### src/sv/scale_weight_stability_display_macros.svh
// Assertion macros used by the file that checks this block.
`ifndef SCALE_WEIGHT_STABILITY_DISPLAY_MACROS_SVH
`define SCALE_WEIGHT_STABILITY_DISPLAY_MACROS_SVH

// Checked only while the block is out of reset.
`define SWSD_ASSERT(label, clk, rstn, prop, msg) \
    label: assert property (@(posedge clk) disable iff (!rstn) prop) else $error(msg);

// Checked on every clock edge, reset included.
`define SWSD_ASSERT_ALWAYS(label, clk, prop, msg) \
    label: assert property (@(posedge clk) prop) else $error(msg);

`endif

### src/sv/swsd_pkg.sv
`default_nettype none

package swsd_pkg;

    localparam int CfgIdxW = 3;

    localparam logic [CfgIdxW-1:0] CFG_ZERO_OFFSET   = 3'd0;
    localparam logic [CfgIdxW-1:0] CFG_TARE          = 3'd1;
    localparam logic [CfgIdxW-1:0] CFG_MIN_TRIGGER   = 3'd2;
    localparam logic [CfgIdxW-1:0] CFG_STABLE_NEEDED = 3'd3;
    localparam logic [CfgIdxW-1:0] CFG_HYSTERESIS    = 3'd4;

    localparam logic [15:0] MIN_TRIGGER_RESET   = 16'd150;
    localparam logic [7:0]  STABLE_NEEDED_RESET = 8'd3;
    localparam logic [9:0]  HYSTERESIS_RESET    = 10'd7;

    localparam logic signed [23:0] NET_MAX = 24'sh7FFFFF;
    localparam logic signed [23:0] NET_MIN = 24'sh800000;

    localparam logic [23:0] DISP_LIMIT = 24'd8388600;
    localparam logic [24:0] RECIP10    = 25'd26843546;
    localparam int          RecipShift = 28;

    typedef struct packed {
        logic signed [23:0] zero_offset;
        logic signed [23:0] tare;
        logic [15:0]        min_trigger;
        logic [7:0]         stable_needed;
        logic [9:0]         hysteresis;
    } cfg_t;

    typedef struct packed {
        logic signed [23:0] net;
        logic               stable;
    } net_item_t;

    typedef struct packed {
        logic signed [23:0] net;
        logic signed [23:0] raw;
        logic signed [23:0] rnd;
        logic               above;
        logic               stable;
    } prep_item_t;

    typedef struct packed {
        logic signed [23:0] net_weight;
        logic signed [23:0] shown_weight;
        logic signed [23:0] display_weight;
        logic               stable;
        logic               stable_changed;
        logic               trigger;
        logic               weight_changed;
        logic               display_changed;
    } out_item_t;

endpackage

`default_nettype wire

### src/sv/swsd_cfg.sv
`default_nettype none

module swsd_cfg (
    input  wire logic                           aclk,
    input  wire logic                           aresetn,
    input  wire logic                           wr_en,
    input  wire logic [swsd_pkg::CfgIdxW-1:0]   wr_addr,
    input  wire logic [23:0]                    wr_data,
    output swsd_pkg::cfg_t                      cfg
);

    swsd_pkg::cfg_t cfg_reg;
    swsd_pkg::cfg_t cfg_next;

    always_comb begin
        cfg_next = cfg_reg;
        if (wr_en) begin
            case (wr_addr)
                swsd_pkg::CFG_ZERO_OFFSET:   cfg_next.zero_offset   = $signed(wr_data);
                swsd_pkg::CFG_TARE:          cfg_next.tare          = $signed(wr_data);
                swsd_pkg::CFG_MIN_TRIGGER:   cfg_next.min_trigger   = wr_data[15:0];
                swsd_pkg::CFG_STABLE_NEEDED: cfg_next.stable_needed = wr_data[7:0];
                swsd_pkg::CFG_HYSTERESIS:    cfg_next.hysteresis    = wr_data[9:0];
                default: cfg_next = cfg_reg;
            endcase
        end
    end

    always_ff @(posedge aclk) begin
        if (!aresetn) begin
            cfg_reg.zero_offset   <= '0;
            cfg_reg.tare          <= '0;
            cfg_reg.min_trigger   <= swsd_pkg::MIN_TRIGGER_RESET;
            cfg_reg.stable_needed <= swsd_pkg::STABLE_NEEDED_RESET;
            cfg_reg.hysteresis    <= swsd_pkg::HYSTERESIS_RESET;
        end else begin
            cfg_reg <= cfg_next;
        end
    end

    assign cfg = cfg_reg;

endmodule

`default_nettype wire

### src/sv/swsd_net.sv
`default_nettype none

module swsd_net (
    input  wire logic               aclk,
    input  wire logic               aresetn,
    input  wire swsd_pkg::cfg_t     cfg,
    input  wire logic               in_valid,
    output logic                    in_ready,
    input  wire logic signed [23:0] weight,
    input  wire logic               stable,
    output logic                    out_valid,
    input  wire logic               out_ready,
    output swsd_pkg::net_item_t     out_item
);

    logic                valid_reg;
    logic                valid_next;
    swsd_pkg::net_item_t item_reg;
    swsd_pkg::net_item_t item_next;
    logic signed [25:0]  diff;

    assign in_ready = !valid_reg || out_ready;

    always_comb begin
        diff = 26'(weight) - 26'(cfg.zero_offset) - 26'(cfg.tare);
        item_next.stable = stable;
        if (diff > 26'(swsd_pkg::NET_MAX)) begin
            item_next.net = swsd_pkg::NET_MAX;
        end else if (diff < 26'(swsd_pkg::NET_MIN)) begin
            item_next.net = swsd_pkg::NET_MIN;
        end else begin
            item_next.net = diff[23:0];
        end
        valid_next = in_ready ? in_valid : valid_reg;
    end

    always_ff @(posedge aclk) begin
        if (!aresetn) begin
            valid_reg <= 1'b0;
        end else begin
            valid_reg <= valid_next;
        end
    end

    always_ff @(posedge aclk) begin
        if (in_valid && in_ready) begin
            item_reg <= item_next;
        end
    end

    assign out_valid = valid_reg;
    assign out_item  = item_reg;

endmodule

`default_nettype wire

### src/sv/swsd_round.sv
`default_nettype none

module swsd_round (
    input  wire logic                aclk,
    input  wire logic                aresetn,
    input  wire swsd_pkg::cfg_t      cfg,
    input  wire logic                in_valid,
    output logic                     in_ready,
    input  wire swsd_pkg::net_item_t in_item,
    output logic                     out_valid,
    input  wire logic                out_ready,
    output swsd_pkg::prep_item_t     out_item
);

    logic                 valid_reg;
    logic                 valid_next;
    swsd_pkg::prep_item_t item_reg;
    swsd_pkg::prep_item_t item_next;
    logic signed [23:0]   raw;
    logic [23:0]          abs_raw;
    logic [23:0]          abs_net;
    logic [24:0]          biased;
    logic [49:0]          prod;
    logic [19:0]          quot;
    logic [23:0]          mult10;
    logic [23:0]          clamped;

    assign in_ready = !valid_reg || out_ready;

    always_comb begin
        // Small negative readings are shown as zero.
        if (in_item.net > -24'sd20 && in_item.net < 24'sd0) begin
            raw = '0;
        end else begin
            raw = in_item.net;
        end
        abs_raw = raw[23] ? (~raw + 24'd1) : raw;
        abs_net = in_item.net[23] ? (~in_item.net + 24'd1) : in_item.net;
        // Round half away from zero: (|raw| + 5) / 10 by reciprocal multiply.
        biased  = {1'b0, abs_raw} + 25'd5;
        prod    = 50'(biased) * 50'(swsd_pkg::RECIP10);
        quot    = prod[swsd_pkg::RecipShift +: 20];
        mult10  = 24'({quot, 3'b000}) + 24'({quot, 1'b0});
        clamped = (mult10 > swsd_pkg::DISP_LIMIT) ? swsd_pkg::DISP_LIMIT : mult10;

        item_next.net    = in_item.net;
        item_next.raw    = raw;
        item_next.rnd    = raw[23] ? -$signed(clamped) : $signed(clamped);
        item_next.above  = abs_net > {8'd0, cfg.min_trigger};
        item_next.stable = in_item.stable;
        valid_next = in_ready ? in_valid : valid_reg;
    end

    always_ff @(posedge aclk) begin
        if (!aresetn) begin
            valid_reg <= 1'b0;
        end else begin
            valid_reg <= valid_next;
        end
    end

    always_ff @(posedge aclk) begin
        if (in_valid && in_ready) begin
            item_reg <= item_next;
        end
    end

    assign out_valid = valid_reg;
    assign out_item  = item_reg;

endmodule

`default_nettype wire

### src/sv/swsd_update.sv
`default_nettype none

module swsd_update (
    input  wire logic                 aclk,
    input  wire logic                 aresetn,
    input  wire swsd_pkg::cfg_t       cfg,
    input  wire logic                 in_valid,
    output logic                      in_ready,
    input  wire swsd_pkg::prep_item_t in_item,
    output logic                      out_valid,
    input  wire logic                 out_ready,
    output swsd_pkg::out_item_t       out_item
);

    logic                valid_reg;
    logic                valid_next;
    swsd_pkg::out_item_t item_reg;
    swsd_pkg::out_item_t item_next;

    logic signed [23:0] net_reg;
    logic signed [23:0] net_next;
    logic signed [23:0] shown_reg;
    logic signed [23:0] shown_next;
    logic signed [23:0] display_reg;
    logic signed [23:0] display_next;
    logic               stable_reg;
    logic [7:0]         count_reg;
    logic [7:0]         count_next;
    logic               fired_reg;
    logic               fired_next;

    logic               take;
    logic               trig;
    logic               w_changed;
    logic [7:0]         count_inc;
    logic signed [24:0] delta;
    logic signed [25:0] upper;
    logic signed [25:0] lower;

    assign in_ready = !valid_reg || out_ready;
    assign take     = in_valid && in_ready;

    always_comb begin
        count_next = count_reg;
        fired_next = fired_reg;
        trig       = 1'b0;
        count_inc  = (count_reg != 8'hFF) ? count_reg + 8'd1 : count_reg;
        if (!in_item.stable) begin
            count_next = '0;
            fired_next = 1'b0;
        end else if (!fired_reg) begin
            if (in_item.above) begin
                count_next = count_inc;
                if (count_inc >= cfg.stable_needed) begin
                    trig       = 1'b1;
                    fired_next = 1'b1;
                end
            end else begin
                count_next = '0;
            end
        end

        delta     = 25'(in_item.net) - 25'(net_reg);
        w_changed = (delta > 25'sd1) || (delta < -25'sd1);
        upper     = 26'(display_reg) + $signed({16'd0, cfg.hysteresis});
        lower     = 26'(display_reg) - $signed({16'd0, cfg.hysteresis});

        net_next     = net_reg;
        shown_next   = shown_reg;
        display_next = display_reg;
        if (w_changed) begin
            net_next   = in_item.net;
            shown_next = in_item.raw;
            if (in_item.rnd > display_reg) begin
                if (26'(in_item.raw) > upper) begin
                    display_next = in_item.rnd;
                end
            end else if (in_item.rnd < display_reg) begin
                if (26'(in_item.raw) < lower) begin
                    display_next = in_item.rnd;
                end
            end
        end

        item_next.net_weight      = net_next;
        item_next.shown_weight    = shown_next;
        item_next.display_weight  = display_next;
        item_next.stable          = in_item.stable;
        item_next.stable_changed  = in_item.stable != stable_reg;
        item_next.trigger         = trig;
        item_next.weight_changed  = w_changed;
        item_next.display_changed = display_next != display_reg;

        valid_next = in_ready ? in_valid : valid_reg;
    end

    always_ff @(posedge aclk) begin
        if (!aresetn) begin
            valid_reg   <= 1'b0;
            net_reg     <= '0;
            shown_reg   <= '0;
            display_reg <= '0;
            stable_reg  <= 1'b0;
            count_reg   <= '0;
            fired_reg   <= 1'b0;
        end else begin
            valid_reg <= valid_next;
            if (take) begin
                net_reg     <= net_next;
                shown_reg   <= shown_next;
                display_reg <= display_next;
                stable_reg  <= in_item.stable;
                count_reg   <= count_next;
                fired_reg   <= fired_next;
            end
        end
    end

    always_ff @(posedge aclk) begin
        if (take) begin
            item_reg <= item_next;
        end
    end

    assign out_valid = valid_reg;
    assign out_item  = item_reg;

endmodule

`default_nettype wire

### src/sv/scale_weight_stability_display.sv
// Scale sample conditioning: net weight, stability trigger and display value.
//
// The s_ channel carries one sensor sample per transaction; the m_ channel
// returns exactly one result transaction for each sample, in order. The cfg_
// channel writes the zero offset, tare, trigger threshold, needed stable count
// and display hysteresis; cfg_ready is always high and writes to unused
// indexes are dropped. The user must change configuration only while no sample
// is in flight; the block itself does not enforce this.
//
// The block is a three-stage pipeline: net weight subtraction and saturation,
// then shown-value clamping and rounding to 10 g, then the state update that
// drives the result register. Each sample passes the net, rounding and result
// registers in order; one sample is accepted per cycle while m_tready is high.
//
// When the receiver holds m_tready low, each stage keeps its transaction and
// the stall reaches s_tready once every stage is full; no transaction is lost.
// Reset clears the pipeline, the stored net and display weights, the stable
// counter and the configuration to its default values.

`default_nettype none

module scale_weight_stability_display (
    input  wire logic                         aclk,
    input  wire logic                         aresetn,
    // raw weight[23:0], status[39:24]
    input  wire logic [39:0]                  s_tdata,
    input  wire logic                         s_tvalid,
    output logic                              s_tready,
    // net weight[23:0], shown weight[47:24], display weight[71:48],
    // stable[72], stable_changed[73], trigger[74], weight_changed[75],
    // display_changed[76], zero fill[79:77]
    output logic [79:0]                       m_tdata,
    output logic                              m_tvalid,
    input  wire logic                         m_tready,
    input  wire logic                         cfg_valid,
    output logic                              cfg_ready,
    input  wire logic [swsd_pkg::CfgIdxW-1:0] cfg_addr,
    input  wire logic [23:0]                  cfg_wdata
);

    swsd_pkg::cfg_t       cfg;
    swsd_pkg::net_item_t  net_item;
    swsd_pkg::prep_item_t prep_item;
    swsd_pkg::out_item_t  result;
    logic                 net_valid;
    logic                 net_ready;
    logic                 prep_valid;
    logic                 prep_ready;

    assign cfg_ready = 1'b1;

    swsd_cfg u_cfg (
        .aclk    (aclk),
        .aresetn (aresetn),
        .wr_en   (cfg_valid && cfg_ready),
        .wr_addr (cfg_addr),
        .wr_data (cfg_wdata),
        .cfg     (cfg)
    );

    swsd_net u_net (
        .aclk      (aclk),
        .aresetn   (aresetn),
        .cfg       (cfg),
        .in_valid  (s_tvalid),
        .in_ready  (s_tready),
        .weight    ($signed(s_tdata[23:0])),
        .stable    (s_tdata[24]),
        .out_valid (net_valid),
        .out_ready (net_ready),
        .out_item  (net_item)
    );

    swsd_round u_round (
        .aclk      (aclk),
        .aresetn   (aresetn),
        .cfg       (cfg),
        .in_valid  (net_valid),
        .in_ready  (net_ready),
        .in_item   (net_item),
        .out_valid (prep_valid),
        .out_ready (prep_ready),
        .out_item  (prep_item)
    );

    swsd_update u_update (
        .aclk      (aclk),
        .aresetn   (aresetn),
        .cfg       (cfg),
        .in_valid  (prep_valid),
        .in_ready  (prep_ready),
        .in_item   (prep_item),
        .out_valid (m_tvalid),
        .out_ready (m_tready),
        .out_item  (result)
    );

    assign m_tdata = {3'b000,
                      result.display_changed,
                      result.weight_changed,
                      result.trigger,
                      result.stable_changed,
                      result.stable,
                      result.display_weight,
                      result.shown_weight,
                      result.net_weight};

    `include "scale_weight_stability_display_macros.svh"

    `SWSD_ASSERT(a_trigger_needs_stable, aclk, aresetn, m_tvalid && m_tdata[74] |-> m_tdata[72], "trigger without stable flag")
    `SWSD_ASSERT(a_display_needs_weight, aclk, aresetn, m_tvalid && m_tdata[76] |-> m_tdata[75], "display moved without net update")
    `SWSD_ASSERT(a_update_fill_order, aclk, aresetn, prep_valid && !prep_ready |-> m_tvalid, "update stage stalled while result empty")
    `SWSD_ASSERT_ALWAYS(a_reset_empties, aclk, !aresetn |=> !m_tvalid && !net_valid && !prep_valid, "pipeline not empty after reset")

endmodule

`default_nettype wire

### config.mk
export PLATFORM = sky130hd
export DESIGN_NAME = scale_weight_stability_display
export DESIGN_NICKNAME = d
export VERILOG_FILES = /design/src/sv/swsd_pkg.sv /design/src/sv/swsd_cfg.sv /design/src/sv/swsd_net.sv /design/src/sv/swsd_round.sv /design/src/sv/swsd_update.sv /design/src/sv/scale_weight_stability_display.sv
export VERILOG_INCLUDE_DIRS = /design/src /design/src/sv
export SDC_FILE = /design/constraint.sdc
export NUM_CORES = 2
export LEC_CHECK = 0
export BUFFER_PORTS_ARGS = -buffer_cell sky130_fd_sc_hd__buf_2
export CAP_MARGIN = 20
export CORE_MARGIN = 2
export CORE_UTILIZATION = 55
export DETAILED_ROUTE_END_ITERATION = 10
export PLACE_DENSITY_LB_ADDON = 0.25
export SETUP_SLACK_MARGIN = 0.1
export SLEW_MARGIN = 20
export SYNTH_ARGS = -nofsm -noshare
export SYNTH_HDL_FRONTEND = slang
export SYNTH_SLANG_ARGS = --single-unit
### constraint.sdc
create_clock -name aclk -period 18.3 [get_ports aclk]
set_input_delay 1.83 -clock aclk [delete_from_list [all_inputs] [get_ports aclk]]
set_output_delay 1.83 -clock aclk [all_outputs]
set_load 0.01 [all_outputs]
After elaboration in Yosys (flattened, before gate mapping)
Cells that the tools add are included.
{ "totals": {"elab_cells": 105, "ff_bits": 343, "in_bits": 72} }
{ "op_classes": {"addsub": 11, "n_eq_ne": 8, "n_reduce_logical": 19, "n_mux": 21, "mul": 1, "n_lt_le_gt_ge": 13, "n_bitwise": 3} }
{ "ops": {"columns": ["cell", "n"], "rows": [
  ["24-bit 2-to-1 mux", 13],
  ["24-bit by 24-bit subtractor with 25-bit output", 2],
  ["24-bit by 1-bit adder with 24-bit output (second input constant)", 2],
  ["24-bit inverter", 2],
  ["25-bit by 24-bit multiplier with 47-bit output (second input constant)", 1],
  ["8-bit 2-to-1 mux", 4],
  ["26-bit by 24-bit greater-than comparator with 1-bit output (second input constant)", 1],
  ["26-bit by 24-bit < comparator with 1-bit output (second input constant)", 1],
  ["25-bit by 24-bit subtractor with 26-bit output", 1],
  ["24-bit by 11-bit adder with 25-bit output", 1],
  ["24-bit by 3-bit adder with 25-bit output (second input constant)", 1],
  ["24-bit by 25-bit greater-than comparator with 1-bit output", 1],
  ["25-bit by 2-bit greater-than comparator with 1-bit output (second input constant)", 1],
  ["24-bit by 25-bit < comparator with 1-bit output", 1],
  ["25-bit by 1-bit < comparator with 1-bit output (second input constant)", 1],
  ["24-bit by 11-bit subtractor with 25-bit output", 1],
  ["23-bit by 21-bit adder with 24-bit output", 1],
  ["24-bit by 16-bit greater-than comparator with 1-bit output", 1],
  ["24-bit by 23-bit greater-than comparator with 1-bit output (second input constant)", 1],
  ["24-bit greater-than comparator", 1],
  ["24-bit by 6-bit greater-than comparator with 1-bit output (second input constant)", 1],
  ["24-bit by 1-bit < comparator with 1-bit output (second input constant)", 1],
  ["24-bit < comparator", 1],
  ["24-bit inequality test", 1],
  ["other kinds (17)", 34]
]} }

Depth between registers and ports, before layout
{ "depth": {"ltp_word": 13, "ltp_mapped": 71} }

Modules after synthesis
From an unflattened synthesis, not the netlist that was laid out.
{ "hier_totals": {"cells_unflattened": 3724, "hier_area_um2": 34962.3} }
{ "by_module_without_submodules": {"columns": ["module", "cells_per_inst", "seq_area_each_um2", "area_per_inst_um2", "instances"], "rows": [
  ["swsd_round", 1802, 2212.1, 16863.7, 1],
  ["swsd_update", 1303, 3973.8, 11979.0, 1],
  ["swsd_cfg", 303, 1641.6, 3114.2, 1],
  ["swsd_net", 310, 770.7, 2967.8, 1],
  ["scale_weight_stability_display", 6, 0.0, 37.5, 1]
]} }

Worst setup path before layout
OpenSTA, ideal clock, no wires.
{ "synth_path": {"path_kind": "reg-to-reg", "startpoint": "register u_net.item_reg (netlist bit u_net.out_item[1])", "endpoint": "register u_round.item_reg (netlist bit u_round.out_item[19]) (data pin)", "stages_incl_launch_ff": 68, "synth_period_minus_slack_ns": 15.870, "slack_ns": 2.430, "n_path_buf": 4, "setup_ns": 0.270, "arrival_ns": 15.600, "cell_sequence": "edfxtp_1 > inv_1 > ha_1 > clkbuf_1 > and3b_1 > o2111ai_1 > or4_1 > inv_1 > nand2_1 > clkbuf_1 > nand2_1 > ha_1 > clkbuf_1 > nand3_1 > nor4b_1 > nand2_1 > nand2_1 > o221ai_1 > [... 32 more ...] > o311a_1 > or2_2 > xnor2_1 > or4_1 > nor4_1 > nand4_1 > o21ai_1 > buf_2 > or2_2 > ha_1 > nand3_1 > or3_1 > or4_1 > nor3_1 > o21ai_0 > o31ai_1 > o311ai_0 > a2bb2oi_1"} }
{ "synth_rtl": {"columns": ["element", "line_no", "rtl"], "rows": [
  ["from (decl)", "swsd_net.sv:18", "swsd_pkg::net_item_t item_reg;"],
  ["from (signal assigned)", "swsd_net.sv:47", "item_reg <= item_next;"],
  ["to (signal assigned)", "swsd_round.sv:64", "item_reg <= item_next;"],
  ["to (decl)", "swsd_round.sv:17", "swsd_pkg::prep_item_t item_reg;"]
]} }

==> impl_results.md <==
- Initial DRC count: about 1500
- Full die area: around 0.064 mm²
- Initial antenna violation count: 0
- Outcome: finished clean
- Core ar.: about 0.06 mm²
- Most used cell, CP: inv_1
- Post-synth EDFFs: 175
- Detailed Place HPWL: 64.8 mm
- Hold Path Class: reg2reg
- Worst-path clk slew: roughly 60 ps
- Vias in the first global route: about 25000
- Largest net degree at the start of global routing: ~110
- Slew HR: a little over a quarter
- Clk sink count: 342
- First-pass GRT wire length: between 100 and 150 mm
- Drt first pass iters: 5
- Post-detailed-route wirelength per cell: between 15 and 20 µm
- Critical Path AT: about 17000 ps
- Clock Tree Root: clkbuf_16
- Slew Limit Fails: 0
- Post-synth ARST share: 0%
- Io pins: about 160
- Final Cycle Share: 93.5%
- Die width: around 250 µm
- Crit-path slowest cell: or4_1
- DR vias: ~26000
- Latest clock arrival within the worst-skew pair: 590 ps
- Crit end category: flop
- CP Max Fanout: 12
- R2R Setup Slk: between 1000 and 1500 ps
- Number of CTS-inserted buffers: 37
- End of the worst register-to-register path: u_round.out_item[19]
- Rows: 91
- Seq. cell area: about 0.0086 mm²
- Most numerous cell in the Yosys netlist: inv_1
- Synth area leader: ha_1
- Port bufs: between 100 and 150
- Area occupied by multi-input gates: about 0.023 mm²
- Max cap viols: 0
- Initial Util: between 50% and 60%
- CP startpoint kind: flop
- Synth Instances: 3627
- Crit path to: u_round.out_item[19]
- Top cells by area, synth: ha_1, edfxtp_1, fa_1, dfxtp_1, inv_1
- Layout cell share with drive strength beyond 1: approximately a tenth
- Vias per cell: ~5.7
- Final nets: between 4000 and 5000
- Area Overhead vs Synth: 8.15%
- Final Wtd Congestion: between 0.9 and 1
- Worst Setup SP: u_net.out_item[1]
- Hold Vio Cnt, Final: 0
- WL final: approximately 83 mm
- CTS Buffer Depth: 3
- Total GRT Usage: a little over a quarter
- CTS tree: yes
- YS warnings: 0
- Minimum clock period: approximately 17000 ps
- Max reg flops: 82
- Post-route DRC violation count: 0
- RSZ-0062 raised after global routing: false
- TNS Setup: 0 ps
- Post-route ant nets: 0
- Mean post-synth cell area: 9.37 µm²
- Non-Filler Instances: approximately 4500
- Final Skew: between 30 and 40 ps
- Total grt overflow: 0
- Cts hold-fix bufs: 0
- # diodes: 0
- Yosys cell types: 80
- CP Data Required Time: between 15000 and 20000 ps
- Yosys reg bits: 342
- Fmax achieved: ~0.06 GHz
- Reg2Reg Depth: a little over 60
- CTS H-tree lvls: 2
- Top cells by count, synth: inv_1, ha_1, nand2_1
- WS Path Type: reg2reg
- Top_reg_cell synth: edfxtp_1
- Dpl cells: around 4500
- Final setup viols: 0
- Post-synth top area share: 16.2%
- FF-to-FF Start: u_net.out_item[1]
- Die height: around 250 µm
- Fillers: 5366
- Post-Syn Area: approximately 0.034 mm²
- CP max stage delay: approximately 690 ps
- Worst Max-Slew Pin Slew: roughly 1100 ps
- Seq/Total Area, Yosys: 25.3%
## metal layers
metal	wire length [µm]	share of wire (%)	global-route usage, %
met5	0	0	0
met2	39100	47	44.1
met1	37000	45	35.6
met4	2160	2.6	7.27
met3	4210	5.1	2.82
## logic make-up (layout without fill, tap and decap cells)
| group | count (synthesis) | in the layout | share of synthesized area (%) |
|---|---|---|---|
| AO/OA/AOI/OAI | 769 | 769 | 15.6 |
| adder cells (fa/ha/maj) | 699 | 699 | 31.4 |
| other | 2 | 12 | 0.0221 |
| buffers and inverters | 672 | 790 | 7.56 |
| AND/OR/NAND/NOR | 860 | 860 | 12.1 |
| flip-flops | 342 | 342 | 25.3 |
| XOR/XNOR | 177 | 177 | 4.56 |
| multiplexers | 106 | 106 | 3.43 |
## area by class of cell
type	count	share of cell area (%)
timing repair buffer	171	2.60
multi-input combinational	2623	62.4
tap	790	2.69
clock buffer	49	2.78
sequential	342	23.4
clock inverter	18	0.541
inverter	552	5.64
## critical path, delay by kind of cell (launching register included)
family          cells  cell delay, ps
simple gates       20            5240
fa+ha+maj          12            5110
compound gates     16            4040
buf+inv            10            1050
xor+xnor            3             870
flops               1             430
## timing repair
action                                  CTS  global route
resized for setup                         0             2
endpoints found under the hold margin     0             0
setup buffers                             0             0
endpoints found under the setup margin    0             1
## how the worst min path moves through the flow
stage / startpoint / endpoint / slack, ps / depth (start not counted)
after floorplan: u_net.out_item[0] / u_round.out_item[0] / 400 / 0
after global placement: u_net.out_item[0] / u_round.out_item[0] / 410 / 0
after detailed placement: u_net.out_item[0] / u_round.out_item[0] / 410 / 0
after CTS: u_net.out_item[0] / u_round.out_item[0] / 420 / 0
after global routing: u_net.out_item[0] / u_round.out_item[0] / 430 / 0
final: u_net.out_item[0] / u_round.out_item[0] / 420 / 0
## stage by stage
step | setup slack [ps] | instance area, µm² | utilization [%] | hold slack (ps)
CTS | 1150 | 36700 | 59.9 | 424
finish | 1190 | 36800 | 59.9 | 424
floorplan | 2430 | 34000 | - | 400
global route | 114 | 36800 | 59.9 | 427
global placement | 1410 | 35500 | 57.9 | 406
detailed placement | 1210 | 35500 | 57.9 | 406
## cell usage in the layout (no fill, tap or decap), drive strengths merged, types with 49 or more instances in the layout
master	Yosys	routed
a21boi	85	85
a21o	80	80
a21oi	142	142
buf	19	171
clkbuf	101	49
dfxtp	167	167
edfxtp	175	175
fa	259	259
ha	440	440
inv	551	552
mux2	74	74
nand2	339	339
nand3	62	62
nor2	136	136
nor3	55	55
o21ai	157	157
o21ba	49	49
xnor2	113	113
xor2	64	64
Power is left out: the tool's default activity adds up to more than one toggle a clock period on the data nets, which glitch-free logic cannot reach.
